### src/hw/rtl/sp3d_pkg.sv
`default_nettype none
// ----------------------------------------------------------------------------
// sp3d_pkg
// shared types and constants for the 3d sandpile topple engine
// ----------------------------------------------------------------------------
package sp3d_pkg;

  localparam int unsigned THRESH   = 6;
  localparam int unsigned EDGE_MAX = 16;

  typedef enum logic [1:0] {
    OP_ADD    = 2'd0,
    OP_TOPPLE = 2'd1,
    OP_WRITE  = 2'd2,
    OP_NOP    = 2'd3
  } opcode_t;

  typedef struct packed {
    logic [1:0] opcode;
    logic [3:0] pos_x;
    logic [3:0] pos_y;
    logic [3:0] pos_z;
    logic [2:0] cell_value;
  } in_req_t;

  typedef struct packed {
    logic [12:0] unstable_count;
    logic [16:0] grain_total;
    logic [14:0] lost_count;
  } out_req_t;

  typedef enum logic [3:0] {
    ST_CLEAR,
    ST_IDLE,
    ST_SINGLE_RD,
    ST_SINGLE_WR,
    ST_LIST_RD,
    ST_CENTRE_RD,
    ST_CENTRE_WR,
    ST_NB_RD,
    ST_NB_WR,
    ST_COPY,
    ST_DONE
  } state_t;

  typedef struct packed {
    logic clear_step;
    logic start;
    logic single_rd;
    logic single_wr;
    logic list_rd;
    logic centre_rd;
    logic centre_wr;
    logic nb_rd;
    logic nb_wr;
    logic copy_step;
    logic finish;
  } cmd_t;

  typedef struct packed {
    logic clear_last;
    logic is_topple;
    logic list_more;
    logic centre_ok;
    logic nb_last;
    logic copy_more;
  } sts_t;

endpackage
`default_nettype wire

### src/hw/rtl/sp3d_ctrl.sv
`default_nettype none
// ----------------------------------------------------------------------------
// sp3d_ctrl
// sequencer for clearing, single cell updates and topple generations
// ----------------------------------------------------------------------------
module sp3d_ctrl (
  input  wire logic            clk,
  input  wire logic            rst_n,
  input  wire logic            in_fire,
  input  wire logic            out_free,
  input  wire sp3d_pkg::sts_t  sts,
  output sp3d_pkg::cmd_t       cmd,
  output logic                 in_ready
);

  sp3d_pkg::state_t state_r, state_nxt;

  always_ff @(posedge clk) begin
    if (!rst_n) state_r <= sp3d_pkg::ST_CLEAR;
    else state_r <= state_nxt;
  end

  always_comb begin
    state_nxt = state_r;
    unique case (state_r)
      sp3d_pkg::ST_CLEAR:     if (sts.clear_last) state_nxt = sp3d_pkg::ST_IDLE;
      sp3d_pkg::ST_IDLE:      if (in_fire) begin
        state_nxt = sts.is_topple ? sp3d_pkg::ST_LIST_RD : sp3d_pkg::ST_SINGLE_RD;
      end
      sp3d_pkg::ST_SINGLE_RD: state_nxt = sp3d_pkg::ST_SINGLE_WR;
      sp3d_pkg::ST_SINGLE_WR: state_nxt = sp3d_pkg::ST_DONE;
      sp3d_pkg::ST_LIST_RD:   state_nxt = sts.list_more ? sp3d_pkg::ST_CENTRE_RD
                                                        : sp3d_pkg::ST_COPY;
      sp3d_pkg::ST_CENTRE_RD: state_nxt = sp3d_pkg::ST_CENTRE_WR;
      sp3d_pkg::ST_CENTRE_WR: state_nxt = sts.centre_ok ? sp3d_pkg::ST_NB_RD
                                                        : sp3d_pkg::ST_LIST_RD;
      sp3d_pkg::ST_NB_RD:     state_nxt = sp3d_pkg::ST_NB_WR;
      sp3d_pkg::ST_NB_WR:     state_nxt = sts.nb_last ? sp3d_pkg::ST_LIST_RD
                                                      : sp3d_pkg::ST_NB_RD;
      sp3d_pkg::ST_COPY:      if (!sts.copy_more) state_nxt = sp3d_pkg::ST_DONE;
      sp3d_pkg::ST_DONE:      if (out_free) state_nxt = sp3d_pkg::ST_IDLE;
      default:                state_nxt = sp3d_pkg::ST_CLEAR;
    endcase
  end

  always_comb begin
    cmd = '0;
    in_ready = 1'b0;
    unique case (state_r)
      sp3d_pkg::ST_CLEAR:     cmd.clear_step = 1'b1;
      sp3d_pkg::ST_IDLE:      begin
        in_ready = 1'b1;
        cmd.start = in_fire;
      end
      sp3d_pkg::ST_SINGLE_RD: cmd.single_rd = 1'b1;
      sp3d_pkg::ST_SINGLE_WR: cmd.single_wr = 1'b1;
      sp3d_pkg::ST_LIST_RD:   cmd.list_rd = 1'b1;
      sp3d_pkg::ST_CENTRE_RD: cmd.centre_rd = 1'b1;
      sp3d_pkg::ST_CENTRE_WR: cmd.centre_wr = 1'b1;
      sp3d_pkg::ST_NB_RD:     cmd.nb_rd = 1'b1;
      sp3d_pkg::ST_NB_WR:     cmd.nb_wr = 1'b1;
      sp3d_pkg::ST_COPY:      cmd.copy_step = 1'b1;
      sp3d_pkg::ST_DONE:      cmd.finish = out_free;
      default:                cmd = '0;
    endcase
  end

endmodule
`default_nettype wire

### config.mk
export PLATFORM = sky130hd
export DESIGN_NAME = sp3d_ctrl
export DESIGN_NICKNAME = d
export VERILOG_FILES = /design/src/hw/rtl/sp3d_pkg.sv /design/src/hw/rtl/sp3d_ctrl.sv
export SDC_FILE = /design/constraint.sdc
export NUM_CORES = 1
export LEC_CHECK = 0
export BUFFER_PORTS_ARGS = -buffer_cell sky130_fd_sc_hd__buf_2
export CAP_MARGIN = 30
export CORE_AREA = 4 4 41 43
export DETAILED_ROUTE_END_ITERATION = 8
export DIE_AREA = 0 0 45 47
export SLEW_MARGIN = 20
export SYNTH_ARGS = -nofsm -noshare
export SYNTH_HDL_FRONTEND = slang
export SYNTH_SLANG_ARGS = --single-unit
### constraint.sdc
create_clock -name clk -period 4.5 [get_ports clk]
set_clock_uncertainty 0.2 [all_clocks]
set_input_delay 0.675 -clock clk [delete_from_list [all_inputs] [get_ports clk]]
set_output_delay 0.675 -clock clk [all_outputs]
set_load 0.02 [all_outputs]
==> results.cfg, run 1 <==
[global_route]
grt_max_degree = 20
track_usage = 0.126
grt_pass1_vias = 496
grt_overflow_total = 0
grt_pass1_wl_um = 2060
antenna_found_initial = 0

[cts]
postCtsSetupRepairBufs = 0
cts_htree_levels = 1
cts_hold_buf = 0
cts_made_buffers = 3
clock_latency_ns = 0.22
clk_pin_slew_ns = 0.03
ctsResizeCount = 0
cts_tree = done
max-clock-path-buffers = 2
cts.sinks = 4
root_buffer = clkbuf_4

[finish]
fin_util = 0.450
num-fill-cells = 157
fin_cells = 104
n_antenna_cell = 0
seq_area_um2 = 80.1
nets = 101
largest_register = state_r
drive_gt1_frac = 0.292
layout_commonest_cell = buf_2
layout_common_cells = buf_2 (21), nor3_1 (7), nor2_1 (6)
stdcell_area_um2 = 586
largestRegisters = state_r: 4 flops
largest_reg_flops = 4
area_growth_pct = 20.3
multi_input_area_um2 = 344

[sta]
rsz0062_at_grt = false
tns_ns = 0
holdWs_ns = 0.519
relSlewSlack = 0.608
finalSetupViolations = 0
min_period_ns = 2.43
period_share = 0.539
tightest_slew_ns = 0.587
fmax_mhz = 412
hold_violations = 0
drv_slew = 0

[logic_synthesis]
synth.cell_area_um2 = 487
synth_edf_count = 0
synth_top_cell_area_share = 0.165
syn_avg_cell_area_um2 = 6.67
synth_seq_area_share = 0.165
synth_cells = 73
synth_top_cells_by_area = dfxtp_1 (16%), nor3_1 (7.2%), a21oi_1 (5.1%), buf_2 (5.1%), o21ai_0 (5.1%)
synth_largest_area_cell = dfxtp_1
synth_cell_types = 34
synthFlopType = dfxtp_1
ys_async_sr_fraction = 0
synth-seq-cells = 4
synth_warnings = 0
syn_nets = 83

[worst_setup_path]
arrival_ns = 1.55
critical_path_required_ns = 3.62
crit_slowest_cell = dfxtp_1
cp_cell_sequence = nand2b_1 > nor3_1 > and2_1 > buf_2
cp.buffers_inverters = 1
critical_path_class = register to output port
max_stage_delay_ns = 0.65
worst_setup_path_start_kind = register
endpoint_kind = output port
path_max_fanout = 19
cp_top_family = flip-flops

[drt]
post-route-drc-count = 0
drt_first_pass_iters = 4
vias = 561
postRouteAntennaNets = 0
via_per_inst = 5.39
drtIter0Drc = 5
routed_wl_um = 1250
wl_per_cell_um = 12.0

[floorplan]
io_pins = 22
core_mm2 = 0.00130
die_w_um = 45
core.rowCount = 13
start_util = 0.374
die_h_um = 47
dieArea_mm2 = 0.00212

[placed_design]
place_inst = 101
dpl_cell_area_um2 = 563
gp_congestion = 0.779
port_buffers = 21
hpwl_um = 953

[status]
outcome = finished clean

[hold_path]
min_path_type = input pin to register

[power]
max-vdd-ir-drop_mv = 0.260
p_leak_nw = 0.285
power_density_mw_per_mm2 = 484

[run]
maxCapViolCount = 0
[per-layer routing]
layer / routed length [um] / global-route usage
met3: 77 / 0.0192
met4: 0 / 0.0468
met1: 602 / 0.170
met5: 0 / 0
met2: 570 / 0.203
[tightest hold or removal path: cells and delay by family]
kind | cells | cell delay (ns)
AND/OR/NAND/NOR | 1 | 0.05
buffers and inverters | 1 | 0.10
AO/OA/AOI/OAI | 1 | 0.06
[synthesized netlist by cell type (all sizes together) (2+ instances only)]
cell,number
nor3,7
dfxtp,4
nor2,6
and3,2
inv,4
a31oi,2
nand2b,4
o21ai,7
buf,7
a21oi,5
nand4,2
nand2,5
[metrics by stage]
step	power [mW]	setup slack, ns
after global placement	0.240	2.38
final	0.283	2.07
after floorplan	0.212	2.03
after detailed placement	0.243	2.32
after global routing	0.308	1.87
after CTS	0.285	2.08
[final timing paths]
path | end | cells after the start | from | slack [ns]
hold reg to reg | state_r[0] | 2 | state_r[0] | 0.54
hold / removal | state_r[1] | 3 | sts[2] | 0.52
setup / recovery | cmd[9] | 4 | state_r[0] | 2.07
setup reg to reg | state_r[1] | 4 | state_r[1] | 2.60
[report_power, final]
part           switching (mW)  internal [mW]
clock                  0.0112         0.0296
combinational          0.0855         0.0686
sequential             0.0430         0.0454
[layout make-up]
class	instances	area share
Multi-Input combinational cell	57	0.588
Timing Repair Buffer	21	0.179
Sequential cell	4	0.137
Clock buffer	3	0.0385
Tap cell	15	0.0321
Inverter	4	0.0256
[cell families after synthesis]
logic type | after synthesis | share of synthesized area
simple gates | 34 | 0.398
compound gates | 23 | 0.308
buf+inv | 12 | 0.129
flops | 4 | 0.165
Note: power is estimated with default switching activity, not from simulation.
==> inputs of run 2 (changes only) <==
==> constraint.sdc (replaced) <==
create_clock -name clk -period 2.3 [get_ports clk]
set_clock_uncertainty 0.2 [all_clocks]
set_input_delay 0.345 -clock clk [delete_from_list [all_inputs] [get_ports clk]]
set_output_delay 0.345 -clock clk [all_outputs]
set_load 0.02 [all_outputs]
==> run 2 against run 1 <==
Compared with the run above: routed wire length down 3.2%; first-iteration DRC count rose to 2.8 times the previous value; sequential cell count stayed put; sequential share of layout area grew 0.18 points; largest power group unchanged; cell area grew 0.21%.
==> results.cfg, run 2 (synthesis gave the netlist of run 1 again) <==
[drt]
postRouteAntennaNets = 0
vias = 566
post-route-drc-count = 0
via_per_inst = 5.44
drt_first_pass_iters = 4
drtIter0Drc = 14
wl_per_cell_um = 11.6
routed_wl_um = 1210

[worst_setup_path]
path_max_fanout = 19
critical_path_required_ns = 1.75
critical_path_class = register to output port
endpoint_kind = output port
startpoint = state_r[3]
worst_setup_path_start_kind = register
worstReg2RegStart = state_r[1]
arrival_ns = 1.54

[floorplan]
io_pins = 22
die_h_um = 47
die_w_um = 45
dieArea_mm2 = 0.00212
start_util = 0.374
core_mm2 = 0.00130
core.rowCount = 13

[hold_path]
min_path_type = input pin to register
worstHoldStart = sts[2]

[cts]
cts_tree = done
cts_htree_levels = 1
max-clock-path-buffers = 2
cts.sinks = 4
postCtsSetupRepairBufs = 0
clock_latency_ns = 0.23
root_buffer = clkbuf_4
cts_made_buffers = 3
clk_pin_slew_ns = 0.04

[sta]
fin_ws_ns = 0.213
rsz0062_at_grt = false
hold_violations = 0
drv_slew = 0
holdWs_ns = 0.175
relSlewSlack = 0.601
fmax_mhz = 479
tns_ns = 0
min_period_ns = 2.09
period_share = 0.908
finalSetupViolations = 0
tightest_slew_ns = 0.597

[finish]
drive_gt1_frac = 0.303
multi_input_area_um2 = 344
largest_reg_flops = 4
largest_register = state_r
layout_common_cells = buf_2 (21), nor3_1 (7), nor2_1 (6)
area_growth_pct = 20.6
largestRegisters = state_r: 4 flops
seq_area_um2 = 81.3
num-fill-cells = 143
layout_commonest_cell = buf_2
stdcell_area_um2 = 587
nets = 101
n_antenna_cell = 0

[power]
max-vdd-ir-drop_mv = 0.385
netSwitchingFraction = 0.494
pwr-share-comb = 0.533
switchingPower_mw = 0.276
internal-power_mw = 0.283
p_leak_nw = 0.285
seqPwrFrac = 0.312
clockPowerShare = 0.155
power_density_mw_per_mm2 = 952

[status]
outcome = finished clean

[placed_design]
place_ws_ns = 0.410
hpwl_um = 904
port_buffers = 21
gp_congestion = 0.776
dpl_cell_area_um2 = 563

[global_route]
grt_max_degree = 20
grt_overflow_total = 0
track_usage = 0.126
grt_pass1_vias = 479
antenna_found_initial = 0
grt_pass1_wl_um = 1950

[run]
maxCapViolCount = 0
==> run 2: cell count changes in the layout (fill, tap and decap cells not counted) <==
cell,before,now
dfxtp_1,4,3
dfxtp_2,0,1
==> run 2: worst paths after layout <==
check | slack [ns] | depth (start not counted) | end
worst min-delay path | 0.17 | 3 | state_r[1]
worst max-delay path | 0.21 | 4 | cmd[9]
worst max register to register | 0.48 | 4 | state_r[1]
worst min register to register | 0.44 | 2 | state_r[0]
==> run 2: cell type report <==
| class | count | area share |
|---|---|---|
| Multi-Input combinational cell | 57 | 0.586 |
| Sequential cell | 4 | 0.139 |
| Tap cell | 15 | 0.0320 |
| Timing Repair Buffer | 21 | 0.179 |
| Clock buffer | 3 | 0.0384 |
| Inverter | 4 | 0.0256 |
==> run 2: critical path: stages (launching register included) <==
cell,delay (ns)
dfxtp_1,0.69
nand2b_1,0.23
nor3_1,0.07
and2_1,0.18
buf_2,0.15
==> run 2: timing repair <==
| action | CTS | global route |
|---|---|---|
| gates resized for setup | 0 | 1 |
| hold buffers | 0 | 0 |
| endpoints found under the setup margin | 0 | 1 |
==> run 2: per-stage QoR <==
step	total power, mW	cells	utilization
4_1_cts	0.563	104	0.450
3_3_place_gp	0.473	101	0.433
6_report	0.559	104	0.451
3_5_place_dp	0.472	101	0.433
5_1_grt	0.617	104	0.451
2_1_floorplan	0.415	73	-
==> run 2: per-layer routing <==
metal	vias to the layer above	GRT usage	wire length, um
li1	299	-	-
met1	255	0.154	564
met2	12	0.209	570
met3	0	0.0230	75
met4	0	0.0702	0
met5	-	0	0
==> run 2: power groups by stage <==
stage	Sequential [mW]	Combinational, mW	Clock [mW]
CTS	0.172	0.300	0.0911
global placement	0.174	0.299	0
global route	0.186	0.331	0.0996
finish	0.174	0.298	0.0867
floorplan	0.0926	0.322	0
detailed placement	0.173	0.299	0
==> inputs of run 3 (changes only) <==
--- a/config.mk
+++ b/config.mk
@@ -7,9 +7,12 @@
 export LEC_CHECK = 0
 export BUFFER_PORTS_ARGS = -buffer_cell sky130_fd_sc_hd__buf_2
 export CAP_MARGIN = 30
-export CORE_AREA = 4 4 41 43
+export CELL_PAD_IN_SITES_DETAIL_PLACEMENT = 1
+export CELL_PAD_IN_SITES_GLOBAL_PLACEMENT = 2
+export CORE_MARGIN = 4
+export CORE_UTILIZATION = 22
 export DETAILED_ROUTE_END_ITERATION = 8
-export DIE_AREA = 0 0 45 47
+export PLACE_DENSITY_LB_ADDON = 0.1
 export SLEW_MARGIN = 20
 export SYNTH_ARGS = -nofsm -noshare
 export SYNTH_HDL_FRONTEND = slang
==> run 3 against run 2 <==
Compared with the run above: sequential cell count unchanged; cell area up 3.8%; worst hold slack worse by 0.0016 ns; combinational power up 6%; routed wire length up 25%; critical path type unchanged.
==> results.cfg, run 3 (synthesis gave the netlist of run 1 again) <==
[floorplan]
core.rowCount = 16
die_w_um = 55.0
core_mm2 = 0.00202
start_util = 0.241
dieArea_mm2 = 0.00303
io_pins = 22
die_h_um = 55.0

[drt]
postRouteAntennaNets = 0
drtIter0Drc = 1
post-route-drc-count = 0
vias = 582
routed_wl_um = 1510
via_per_inst = 4.97
drt_first_pass_iters = 2
wl_per_cell_um = 12.9

[cts]
cts_hold_buf = 0
clk_pin_slew_ns = 0.04
root_buffer = clkbuf_4
cts_made_buffers = 3
ctsResizeCount = 0
clock_latency_ns = 0.23
postCtsSetupRepairBufs = 0
cts_tree = done
cts.sinks = 4
max-clock-path-buffers = 2
cts_htree_levels = 1

[finish]
area_growth_pct = 25.2
layout_commonest_cell = buf_2
n_antenna_cell = 0
layout_common_cells = buf_2 (21), nor3_1 (7), nor2_1 (6)
num-fill-cells = 267
nets = 102
drive_gt1_frac = 0.311
largestRegisters = state_r: 4 flops
stdcell_area_um2 = 609
largest_register = state_r
largest_reg_flops = 4
fin_util = 0.301

[worst_setup_path]
endpoint_kind = output port
worstReg2RegStart = state_r[2]
arrival_ns = 1.58
worst_setup_path_start_kind = register
critical_path_class = register to output port
rr_worst_depth = 4
path_max_fanout = 19
regToRegEndpoint = state_r[3]
critical_path_required_ns = 1.75
r2r_slack_ns = 0.47

[global_route]
grt_max_degree = 20
grt_pass1_wl_um = 2320
grt_overflow_total = 0
grt_pass1_vias = 549
track_usage = 0.103
antenna_found_initial = 0

[sta]
drv_slew = 0
holdWs_ns = 0.173
relSlewSlack = 0.584
rsz0062_at_grt = false
tightest_slew_ns = 0.623
hold_violations = 0
period_share = 0.924
min_period_ns = 2.13
fin_ws_ns = 0.174
fmax_mhz = 470
finalSetupViolations = 0
tns_ns = 0

[power]
internal-power_mw = 0.288
netSwitchingFraction = 0.500
switchingPower_mw = 0.288
power_density_mw_per_mm2 = 946
pwr-share-comb = 0.547
max-vdd-ir-drop_mv = 0.346
clockPowerShare = 0.152
p_leak_nw = 0.291
seqPwrFrac = 0.302

[status]
outcome = finished clean

[placed_design]
place_ws_ns = 0.375
gp_congestion = 0.665
dpl_cell_area_um2 = 586
port_buffers = 21
hpwl_um = 1100

[hold_path]
worstHoldStart = rst_n
holdPathStages = 3
hold_end = state_r[2]
min_path_type = input pin to register

[run]
maxCapViolCount = 0
[run 3: cell count changes in the layout (fill, tap and decap cells not counted)]
cell | previous run | this run
buf_4 | 0 | 1
[run 3: how the worst max path moves through the flow]
| stage | start | endpoint | slack [ns] | cells after the start |
|---|---|---|---|---|
| global placement | state_r[0] | cmd[9] | 0.41 | 4 |
| CTS | state_r[0] | cmd[9] | 0.11 | 4 |
| detailed placement | state_r[0] | cmd[9] | 0.37 | 4 |
| global route | state_r[3] | cmd[9] | 0.04 | 4 |
| floorplan | state_r[3] | cmd[9] | 0.16 | 5 |
| finish | state_r[3] | cmd[9] | 0.17 | 4 |
[run 3: final cells by class]
cell class                 instances  area [um^2]  area share
multi-input combinational         57          344       0.565
timing repair buffer              22          113       0.185
sequential                         4         81.3       0.133
tap                               27         33.8      0.0554
clock buffer                       3         22.5      0.0370
inverter                           4         15.0      0.0246
[run 3: layer usage]
metal / share of wire / up-vias / GRT usage
met4: 0 / 0 / 0.0121
li1: - / 302 / -
met1: 0.52 / 266 / 0.137
met5: 0 / - / 0
met3: 0.065 / 0 / 0.0295
met2: 0.42 / 14 / 0.169
[run 3: critical path, stage by stage (launching register included)]
cell and delay [ns]:
dfxtp_1 0.71, nand2b_1 0.24, nor3_1 0.07, and2_1 0.18, buf_2 0.15
[run 3: through the flow]
step	total power, mW	cells
after global placement	0.494	114
after global routing	0.628	117
after floorplan	0.415	73
final	0.576	117
after CTS	0.585	117
after detailed placement	0.492	114
[run 3: power groups by stage]
stage | clock network (mW) | logic, mW | registers (mW)
after floorplan | 0 | 0.322 | 0.0926
after global placement | 0 | 0.320 | 0.174
after detailed placement | 0 | 0.318 | 0.174
after CTS | 0.0920 | 0.321 | 0.172
after global routing | 0.0958 | 0.348 | 0.185
final | 0.0874 | 0.315 | 0.174
